File: config.mk
export PLATFORM = sky130hd
export DESIGN_NAME = websocket_frame_deframer_flat
export DESIGN_NICKNAME = d
export VERILOG_FILES = /design/src/rtl/wsdf_pkg.sv /design/src/rtl/wsdf_if.sv /design/src/rtl/websocket_frame_deframer.sv /design/src/flat_wrapper.sv
export SDC_FILE = /design/constraint.sdc
export NUM_CORES = 1
export LEC_CHECK = 0
export BUFFER_PORTS_ARGS = -buffer_cell sky130_fd_sc_hd__buf_4
export CAP_MARGIN = 0
export CORE_ASPECT_RATIO = 0.9
export CORE_UTILIZATION = 45
export DETAILED_ROUTE_END_ITERATION = 7
export PLACE_DENSITY = 0.69
export RECOVER_POWER = 100
export SYNTH_ARGS = -nofsm -noshare
export SYNTH_HDL_FRONTEND = slang
export SYNTH_SLANG_ARGS = --single-unit
File: constraint.sdc
create_clock -name clk -period 4 [get_ports clk]
set_clock_uncertainty 0.15 [all_clocks]
set_input_delay 0.8 -clock clk [delete_from_list [all_inputs] [get_ports clk]]
set_output_delay 0.8 -clock clk [all_outputs]
set_load 0.005 [all_outputs]
File: src/rtl/wsdf_pkg.sv
// Types and constants shared by the websocket frame deframer.
package wsdf_pkg;

  typedef enum logic [2:0] {
    PH_HDR0,
    PH_HDR1,
    PH_EXT16,
    PH_EXT64,
    PH_KEY,
    PH_PAYLOAD
  } phase_t;

  typedef enum logic [1:0] {
    K_DATA      = 2'd0,
    K_EMPTY_END = 2'd1,
    K_REPLY     = 2'd2,
    K_CLOSED    = 2'd3
  } kind_t;

  typedef struct packed {
    logic [1:0] kind;
    logic [7:0] value;
    logic       message_end;
    logic       close_reason;
  } result_t;

  localparam int unsigned MaxResults = 3;

  localparam logic [7:0] FinMask    = 8'h80;
  localparam logic [7:0] RsvMask    = 8'h70;
  localparam logic [7:0] OpcodeMask = 8'h0f;
  localparam logic [7:0] LenMask    = 8'h7f;
  localparam logic [6:0] Len16Code  = 7'd126;
  localparam logic [6:0] Len64Code  = 7'd127;

  localparam logic [3:0] OpLastData = 4'h2;
  localparam logic [3:0] OpClose    = 4'h8;
  localparam logic [3:0] OpPing     = 4'h9;

  localparam logic [7:0] ReplyClose = 8'h88;
  localparam logic [7:0] ReplyPong  = 8'h8a;
  localparam logic [7:0] ReplyLen0  = 8'h00;

  localparam logic [2:0] Ext16LastIdx = 3'd1;
  localparam logic [2:0] Ext64LastIdx = 3'd7;
  localparam logic [2:0] KeyLastIdx   = 3'd3;

endpackage

File: src/rtl/wsdf_if.sv
// Valid/ready channel interfaces for received bytes and parsed results.
interface wsdf_byte_if;
  logic       valid;
  logic       ready;
  logic [7:0] rx_byte;

  modport source (output valid, output rx_byte, input ready);
  modport sink (input valid, input rx_byte, output ready);
endinterface

interface wsdf_result_if;
  logic       valid;
  logic       ready;
  logic [1:0] kind;
  logic [7:0] value;
  logic       message_end;
  logic       close_reason;
  logic       last;

  modport source (output valid, output kind, output value, output message_end,
                  output close_reason, output last, input ready);
  modport sink (input valid, input kind, input value, input message_end,
                input close_reason, input last, output ready);
endinterface

File: src/rtl/websocket_frame_deframer.sv
// Websocket frame deframer: parses a received frame byte stream into results.
//
// Channel rx carries one received byte per item; channel res carries the
// results, each with kind, value, message_end, close_reason and last.
// Each accepted byte is parsed in the cycle it is taken and its results
// (zero to three) are loaded into a result buffer; the first appears on res
// in the cycle after the byte is accepted. While res is ready, a byte that
// gives at most one result is followed by the next byte in the next cycle,
// so payload streams at one byte per cycle. A close or ping frame end gives
// two or three results and holds rx until the last is taken, as the buffer
// drains one result per cycle while res is ready, on its single output port.
// When res stalls, the buffer holds its results and rx is held off while
// any result waits in the buffer. Bytes after the link closes are taken
// and dropped until reset. Reset (rst, synchronous) returns the parser to
// the first header byte, opens the link and empties the buffer; no clearing
// pass is needed.
module websocket_frame_deframer
  import wsdf_pkg::*;
#(
  parameter int unsigned LENGTH_BITS = 32
) (
  input  logic                 clk,
  input  logic                 rst,
  wsdf_byte_if.sink            rx,
  wsdf_result_if.source        res
);

  phase_t                 parse_phase, parse_phase_next;
  logic [2:0]             phase_byte_count, phase_byte_count_next;
  logic                   frame_fin, frame_fin_next;
  logic [3:0]             frame_opcode, frame_opcode_next;
  logic                   frame_masked, frame_masked_next;
  logic [31:0]            mask_key, mask_key_next;
  logic [LENGTH_BITS-1:0] remaining_length, remaining_length_next;
  logic [1:0]             payload_position, payload_position_next;
  logic                   link_closed, link_closed_next;

  result_t                res_buf [MaxResults];
  logic [1:0]             buf_count;
  logic [1:0]             buf_idx;
  logic                   buf_valid;

  logic                   in_fire, out_fire, buf_last;
  logic [6:0]             len7;
  logic                   rsv_set, is_data;
  logic [LENGTH_BITS-1:0] len_dec, ext_len;
  logic                   pay_done, ext_last, frame_end, had_payload;
  logic [7:0]             key_byte;
  result_t                new_res [MaxResults];
  logic [1:0]             new_count;

  assign buf_last = (buf_idx == buf_count - 2'd1);
  assign out_fire = res.valid && res.ready;
  assign rx.ready = !buf_valid || (res.ready && buf_last);
  assign in_fire  = rx.valid && rx.ready;

  assign res.valid        = buf_valid;
  assign res.kind         = res_buf[buf_idx].kind;
  assign res.value        = res_buf[buf_idx].value;
  assign res.message_end  = res_buf[buf_idx].message_end;
  assign res.close_reason = res_buf[buf_idx].close_reason;
  assign res.last         = buf_last;

  always_comb begin
    len7     = rx.rx_byte[6:0] & LenMask[6:0];
    rsv_set  = (rx.rx_byte & RsvMask) != 8'h00;
    is_data  = frame_opcode <= OpLastData;
    len_dec  = remaining_length - LENGTH_BITS'(1);
    pay_done = (len_dec == '0);
    ext_len  = {remaining_length[LENGTH_BITS-9:0], rx.rx_byte};
    ext_last = (parse_phase == PH_EXT16) ? (phase_byte_count >= Ext16LastIdx)
                                         : (phase_byte_count >= Ext64LastIdx);
    case (payload_position)
      2'd0:    key_byte = mask_key[31:24];
      2'd1:    key_byte = mask_key[23:16];
      2'd2:    key_byte = mask_key[15:8];
      default: key_byte = mask_key[7:0];
    endcase
    if (!frame_masked) begin
      key_byte = 8'h00;
    end
    had_payload = 1'b0;
    frame_end   = 1'b0;
    case (parse_phase)
      PH_HDR1: begin
        frame_end = (len7 != Len16Code) && (len7 != Len64Code) &&
                    !rx.rx_byte[7] && (len7 == 7'd0);
      end
      PH_EXT16, PH_EXT64: begin
        frame_end = ext_last && !frame_masked && (ext_len == '0);
      end
      PH_KEY: begin
        frame_end = (phase_byte_count >= KeyLastIdx) && (remaining_length == '0);
      end
      PH_PAYLOAD: begin
        frame_end   = pay_done;
        had_payload = 1'b1;
      end
      default: begin
        frame_end = 1'b0;
      end
    endcase
  end

  always_comb begin
    parse_phase_next      = parse_phase;
    phase_byte_count_next = phase_byte_count;
    frame_fin_next        = frame_fin;
    frame_opcode_next     = frame_opcode;
    frame_masked_next     = frame_masked;
    mask_key_next         = mask_key;
    remaining_length_next = remaining_length;
    payload_position_next = payload_position;
    link_closed_next      = link_closed;
    if (in_fire && !link_closed) begin
      case (parse_phase)
        PH_HDR0: begin
          if (rsv_set) begin
            link_closed_next = 1'b1;
          end else begin
            frame_fin_next    = (rx.rx_byte & FinMask) != 8'h00;
            frame_opcode_next = rx.rx_byte[3:0] & OpcodeMask[3:0];
            parse_phase_next  = PH_HDR1;
          end
        end
        PH_HDR1: begin
          frame_masked_next     = rx.rx_byte[7];
          mask_key_next         = '0;
          remaining_length_next = '0;
          phase_byte_count_next = '0;
          if (len7 == Len16Code) begin
            parse_phase_next = PH_EXT16;
          end else if (len7 == Len64Code) begin
            parse_phase_next = PH_EXT64;
          end else begin
            remaining_length_next = LENGTH_BITS'(len7);
            payload_position_next = '0;
            if (rx.rx_byte[7]) begin
              parse_phase_next = PH_KEY;
            end else if (len7 == 7'd0) begin
              parse_phase_next = PH_HDR0;
            end else begin
              parse_phase_next = PH_PAYLOAD;
            end
          end
        end
        PH_EXT16, PH_EXT64: begin
          remaining_length_next = ext_len;
          if (ext_last) begin
            payload_position_next = '0;
            phase_byte_count_next = '0;
            if (frame_masked) begin
              mask_key_next    = '0;
              parse_phase_next = PH_KEY;
            end else if (ext_len == '0) begin
              parse_phase_next = PH_HDR0;
            end else begin
              parse_phase_next = PH_PAYLOAD;
            end
          end else begin
            phase_byte_count_next = phase_byte_count + 3'd1;
          end
        end
        PH_KEY: begin
          mask_key_next = {mask_key[23:0], rx.rx_byte};
          if (phase_byte_count >= KeyLastIdx) begin
            phase_byte_count_next = '0;
            parse_phase_next = (remaining_length == '0) ? PH_HDR0 : PH_PAYLOAD;
          end else begin
            phase_byte_count_next = phase_byte_count + 3'd1;
          end
        end
        PH_PAYLOAD: begin
          remaining_length_next = len_dec;
          payload_position_next = payload_position + 2'd1;
          if (pay_done) begin
            parse_phase_next      = PH_HDR0;
            phase_byte_count_next = '0;
          end
        end
        default: begin
          parse_phase_next      = PH_HDR0;
          phase_byte_count_next = '0;
        end
      endcase
      if (frame_end && (frame_opcode == OpClose)) begin
        link_closed_next = 1'b1;
      end
    end
  end

  always_comb begin
    for (int i = 0; i < MaxResults; i++) begin
      new_res[i] = '{kind: K_DATA, value: 8'h00, message_end: 1'b0,
                     close_reason: 1'b0};
    end
    new_count = 2'd0;
    if (!link_closed) begin
      if (parse_phase == PH_HDR0 && rsv_set) begin
        new_res[0].kind         = K_CLOSED;
        new_res[0].close_reason = 1'b1;
        new_count               = 2'd1;
      end else if (parse_phase == PH_PAYLOAD && is_data) begin
        new_res[0].value       = rx.rx_byte ^ key_byte;
        new_res[0].message_end = pay_done && frame_fin;
        new_count              = 2'd1;
      end else if (frame_end) begin
        if (is_data) begin
          if (!had_payload && frame_fin) begin
            new_res[0].kind        = K_EMPTY_END;
            new_res[0].message_end = 1'b1;
            new_count              = 2'd1;
          end
        end else if (frame_opcode == OpClose) begin
          new_res[0].kind  = K_REPLY;
          new_res[0].value = ReplyClose;
          new_res[1].kind  = K_REPLY;
          new_res[1].value = ReplyLen0;
          new_res[2].kind  = K_CLOSED;
          new_count        = 2'd3;
        end else if (frame_opcode == OpPing) begin
          new_res[0].kind  = K_REPLY;
          new_res[0].value = ReplyPong;
          new_res[1].kind  = K_REPLY;
          new_res[1].value = ReplyLen0;
          new_count        = 2'd2;
        end
      end
    end
  end

  always_ff @(posedge clk) begin
    if (rst) begin
      parse_phase      <= PH_HDR0;
      phase_byte_count <= '0;
      frame_fin        <= 1'b0;
      frame_opcode     <= '0;
      frame_masked     <= 1'b0;
      mask_key         <= '0;
      remaining_length <= '0;
      payload_position <= '0;
      link_closed      <= 1'b0;
    end else begin
      parse_phase      <= parse_phase_next;
      phase_byte_count <= phase_byte_count_next;
      frame_fin        <= frame_fin_next;
      frame_opcode     <= frame_opcode_next;
      frame_masked     <= frame_masked_next;
      mask_key         <= mask_key_next;
      remaining_length <= remaining_length_next;
      payload_position <= payload_position_next;
      link_closed      <= link_closed_next;
    end
  end

  always_ff @(posedge clk) begin
    if (rst) begin
      buf_valid <= 1'b0;
      buf_idx   <= '0;
      buf_count <= '0;
    end else begin
      if (in_fire && new_count != 2'd0) begin
        buf_valid <= 1'b1;
        buf_idx   <= '0;
        buf_count <= new_count;
      end else if (out_fire) begin
        if (buf_last) begin
          buf_valid <= 1'b0;
        end else begin
          buf_idx <= buf_idx + 2'd1;
        end
      end
    end
  end

  always_ff @(posedge clk) begin
    if (in_fire && new_count != 2'd0) begin
      for (int i = 0; i < MaxResults; i++) begin
        res_buf[i] <= new_res[i];
      end
    end
  end

endmodule
File: src/flat_wrapper.sv
// flat-port wrapper written by rule: the top's interface ports become plain ports
module websocket_frame_deframer_flat import wsdf_pkg::*;
#(
  parameter int unsigned LENGTH_BITS = 32
)
  (clk, rst, rx_valid, rx_rx_byte, rx_ready, res_valid, res_kind, res_value, res_message_end, res_close_reason, res_last, res_ready);
  wsdf_byte_if rx_i ();
  wsdf_result_if res_i ();
  input  logic clk;
  input  logic rst;
  input wire logic [$bits(rx_i.valid)-1:0] rx_valid;
  input wire logic [$bits(rx_i.rx_byte)-1:0] rx_rx_byte;
  output wire logic [$bits(rx_i.ready)-1:0] rx_ready;
  output wire logic [$bits(res_i.valid)-1:0] res_valid;
  output wire logic [$bits(res_i.kind)-1:0] res_kind;
  output wire logic [$bits(res_i.value)-1:0] res_value;
  output wire logic [$bits(res_i.message_end)-1:0] res_message_end;
  output wire logic [$bits(res_i.close_reason)-1:0] res_close_reason;
  output wire logic [$bits(res_i.last)-1:0] res_last;
  input wire logic [$bits(res_i.ready)-1:0] res_ready;
  assign rx_i.valid = rx_valid;
  assign rx_i.rx_byte = rx_rx_byte;
  assign rx_ready = rx_i.ready;
  assign res_valid = res_i.valid;
  assign res_kind = res_i.kind;
  assign res_value = res_i.value;
  assign res_message_end = res_i.message_end;
  assign res_close_reason = res_i.close_reason;
  assign res_last = res_i.last;
  assign res_i.ready = res_ready;
  websocket_frame_deframer #(.LENGTH_BITS(LENGTH_BITS)) u_core (.clk(clk), .rst(rst), .rx(rx_i), .res(res_i));
endmodule
==> impl_metrics.csv <==
group,metric,value,unit
outcome,status,"finished, violations left",
outcome,violations,"design-rule violations",
clock_tree,clk_latency,0.36,ns
synthesis,synth_top_family_by_area,"simple AND/OR/NAND/NOR gates",
hold_path,holdPathEnd,"u_core.mask_key[27]",
placement,hpwl,10.8,mm
synthesis,synthTopCellsByCount,"100 x nand2_1, 88 x nor2_1, 86 x dfxtp_1",
global_route,grt_pass1_wl,25.5,mm
layout,fin_nets,778,
floorplanning,core_area,0.0127,mm^2
synthesis,async_flop_share,0,%
floorplanning,die_area,0.0135,mm^2
drt,ant_nets,0,
sta,drv_slew,0,
floorplanning,fp-row-count,39,
power_and_ir_drop,p_leak,0.00224,uW
clock_tree,cts_buffers,9,
setup_path,r2r-start,"u_core.remaining_length[0]",
clock_tree,cts-htree-levels,3,
setup_path,cp_num_buf_inv,2,
clock_tree,cts_tree,"done",
power_and_ir_drop,seqPwrFrac,43.7,%
synthesis,synthXorXnorAreaFrac,3.89,%
synthesis,ys_warn_count,0,
synthesis,synthTopCellsByArea,"dfxtp_1 29%, edfxtp_1 7.2%, nand2_1 6.4%",
synthesis,muxShareOfSynthArea,1.92,%
power_and_ir_drop,ir_drop,189,uV
floorplanning,io_pins,27,
synthesis,synth_compound_area_share,21.6,%
sta,fmax,0.270,GHz
layout,area_growth,10.0,%
drt,wirelength,15.8,mm
setup_path,cp.required,3.91,ns
sta,worstMarginPinSlew,1.34,ns
layout,drive_gt1_share,9.46,%
placement,port_buffers,26,
synthesis,mappedNetlistNets,787,
power_and_ir_drop,p_clk_share,37.4,%
synthesis,ys_seq_elements,100,
synthesis,ys_types,69,
global_route,grt_overflow_total,0,
drt,route.detailed.drc,2,
setup_path,worstPathCellList,"inv_1, ha_1, nor3b_4, nand3_1, o31a_1, nor4_2, o211ai_1, o31ai_4, a21oi_1, nor2_1, buf_4",
sta,fin_tns_setup,0,ns
drt,routedWlPerCell,17.0,um
drt,vias,5684,
synthesis,synth_flop_cell,"dfxtp_1",
setup_path,crit_family,"simple AND/OR/NAND/NOR gates",
sta,max_slew_margin,10.8,%
clock_tree,path_clk_slew,0.08,ns
clock_tree,cts_max_path_buffers,2,
synthesis,synth_edf_count,14,
power_and_ir_drop,power.share.combinational,19.0,%
synthesis,syn_area,0.00586,mm^2
sta,finalSetupViolations,0,
floorplanning,die_w,122,um
power_and_ir_drop,swShare,30.1,%
power_and_ir_drop,p_sw,749,uW
layout,n_antenna_cell,0,
synthesis,yosysMostFrequentCell,"nand2_1",
placement,place_area,0.00613,mm^2
sta,timing.final.hold_violations,0,
power_and_ir_drop,power.density,385,mW/mm^2
global_route,grt_pass1_vias,5100,
setup_path,r2r-end,"u_core.res_buf[0][10]",
clock_tree,cts_setup_buffers,0,
floorplanning,start_util,46.2,%
layout,nFillCells,1213,
clock_tree,cts_sinks,100,
placement,gp_congestion,0.931,
hold_path,hold_depth,2,
drt,drtIter0Drc,820,
synthesis,syn_avg_cell_area,7.66,um^2
setup_path,cp_slowest_stage_delay,0.38,ns
setup_path,critPathSlowestCell,"dfxtp_1",
hold_path,hp-class,"register to register",
synthesis,synth_cells,765,
synthesis,synth_simple_gate_area_share,28.9,%
layout,finalInstanceArea,0.00645,mm^2
setup_path,crit_type,"register to register",
setup_path,reg2reg_depth,11,
power_and_ir_drop,intPower,1740,uW
synthesis,synth_fa_ha_area_share,2.13,%
drt,vias_per_cell,6.14,
synthesis,ys_seq_area_share,36.5,%
setup_path,rrSetupSlack,0.30,ns
power_and_ir_drop,total_power,2490,uW
setup_path,end_kind,"register",
run,cap_violations,0,
clock_tree,root_buffer,"clkbuf_16",
drt,drtPass1Iterations,8,
sta,holdWs,0.304,ns
global_route,grt_antenna_before_repair,0,
hold_path,hp-start,"u_core.mask_key[27]",
setup_path,arrival,3.61,ns
sta,rsz0062_at_grt,"no",
synthesis,synth_top_area_cell,"dfxtp_1",
sta,min_period_over_period,92.6,%
sta,finalCriticalPeriod,3.70,ns
global_route,grt_max_degree,91,
setup_path,start_kind,"register",
global_route,track_usage,23.9,%
synthesis,synth_top_area_share,29.4,%
floorplanning,fp.dieH,110,um
setup_path,worstPathMaxFanout,14,
[power groups by stage]
stage | registers, uW | logic, uW | clock network, uW
finish | 1090 | 472 | 929
global route | 1090 | 517 | 984
CTS | 1080 | 467 | 932
detailed placement | 1110 | 464 | 0
global placement | 1110 | 462 | 0
floorplan | 1090 | 332 | 0
[worst min-delay path, cell delays in order (launching register included)]
cell and delay (ns):
dfxtp_1 0.31, nand2_1 0.05, a21oi_1 0.05
[cells in the final DEF (no fill, tap or decap), types with 10 or more instances in the layout]
master / Yosys / routed
xnor2_1: 11 / 11
a22oi_1: 12 / 12
nor2_1: 88 / 88
nand2_1: 100 / 100
xor2_1: 15 / 15
o21ai_0: 54 / 55
edfxtp_1: 14 / 14
nand3_1: 45 / 45
ha_1: 10 / 10
nor4_1: 10 / 10
a21oi_1: 69 / 69
nor3_1: 30 / 30
buf_4: 1 / 31
inv_1: 16 / 16
dfxtp_1: 86 / 86
[final cells by class]
class                           count  area [um^2]  area share, %
Multi-Input combinational cell    590         3440           53.4
Inverter                           16         60.1          0.931
Tap cell                          164          205           3.18
Clock inverter                      7         93.8           1.46
Sequential cell                   100         2140           33.2
Timing Repair Buffer               39          279           4.33
Clock buffer                        9          225           3.49
[metal layers]
layer | up-vias | part of all wire [%] | track usage [%]
li1 | 2728 | - | -
met1 | 2678 | 46 | 33.6
met2 | 246 | 45 | 37.2
met3 | 32 | 6.7 | 3.55
met4 | 0 | 1.8 | 8.01
met5 | - | 0 | 0
[what timing repair did]
action | in CTS | in global routing
gates resized for setup | 0 | 2
hold buffers | 0 | 0
setup endpoints to repair | 0 | 14
[flip-flops by register name, summed over array words and instances (netlist names), 3 cells and up, named ones only]
register,cells
u_core.mask_key,32
u_core.remaining_length,32
u_core.res_buf,14
u_core.parse_phase,3
u_core.phase_byte_count,3
u_core.frame_opcode,4
[how the worst max path moves through the flow]
| stage | slack, ns | from | cells past startpoint | end |
|---|---|---|---|---|
| 2_1_floorplan | 0.38 | u_core.remaining_length[0] | 10 | u_core.res_buf[0][0] |
| 3_3_place_gp | 0.37 | u_core.remaining_length[0] | 11 | u_core.res_buf[0][6] |
| 3_5_place_dp | 0.27 | u_core.remaining_length[0] | 11 | u_core.res_buf[0][7] |
| 4_1_cts | 0.24 | u_core.remaining_length[0] | 11 | u_core.res_buf[0][7] |
| 5_1_grt | 0.04 | u_core.remaining_length[0] | 11 | u_core.res_buf[0][3] |
| 6_report | 0.30 | u_core.remaining_length[0] | 11 | u_core.res_buf[0][10] |
[metrics by stage]
stage          util (%)  cells  setup WS [ns]
2_1_floorplan         -    765          0.381
3_3_place_gp       48.3    909          0.372
3_5_place_dp       48.3    909          0.269
4_1_cts            50.8    925          0.237
5_1_grt            50.8    925         0.0430
6_report           50.8    925          0.298
[logic make-up after synthesis]
| family | Yosys count |
|---|---|
| buffers and inverters | 75 |
| xor gates and xnor gates | 26 |
| adders and majority gates | 10 |
| AOI/OAI and AO/OA | 199 |
| muxes | 11 |
| and+or+nand+nor | 344 |
| DFF | 100 |
Note: power is estimated with default switching activity, not from simulation.
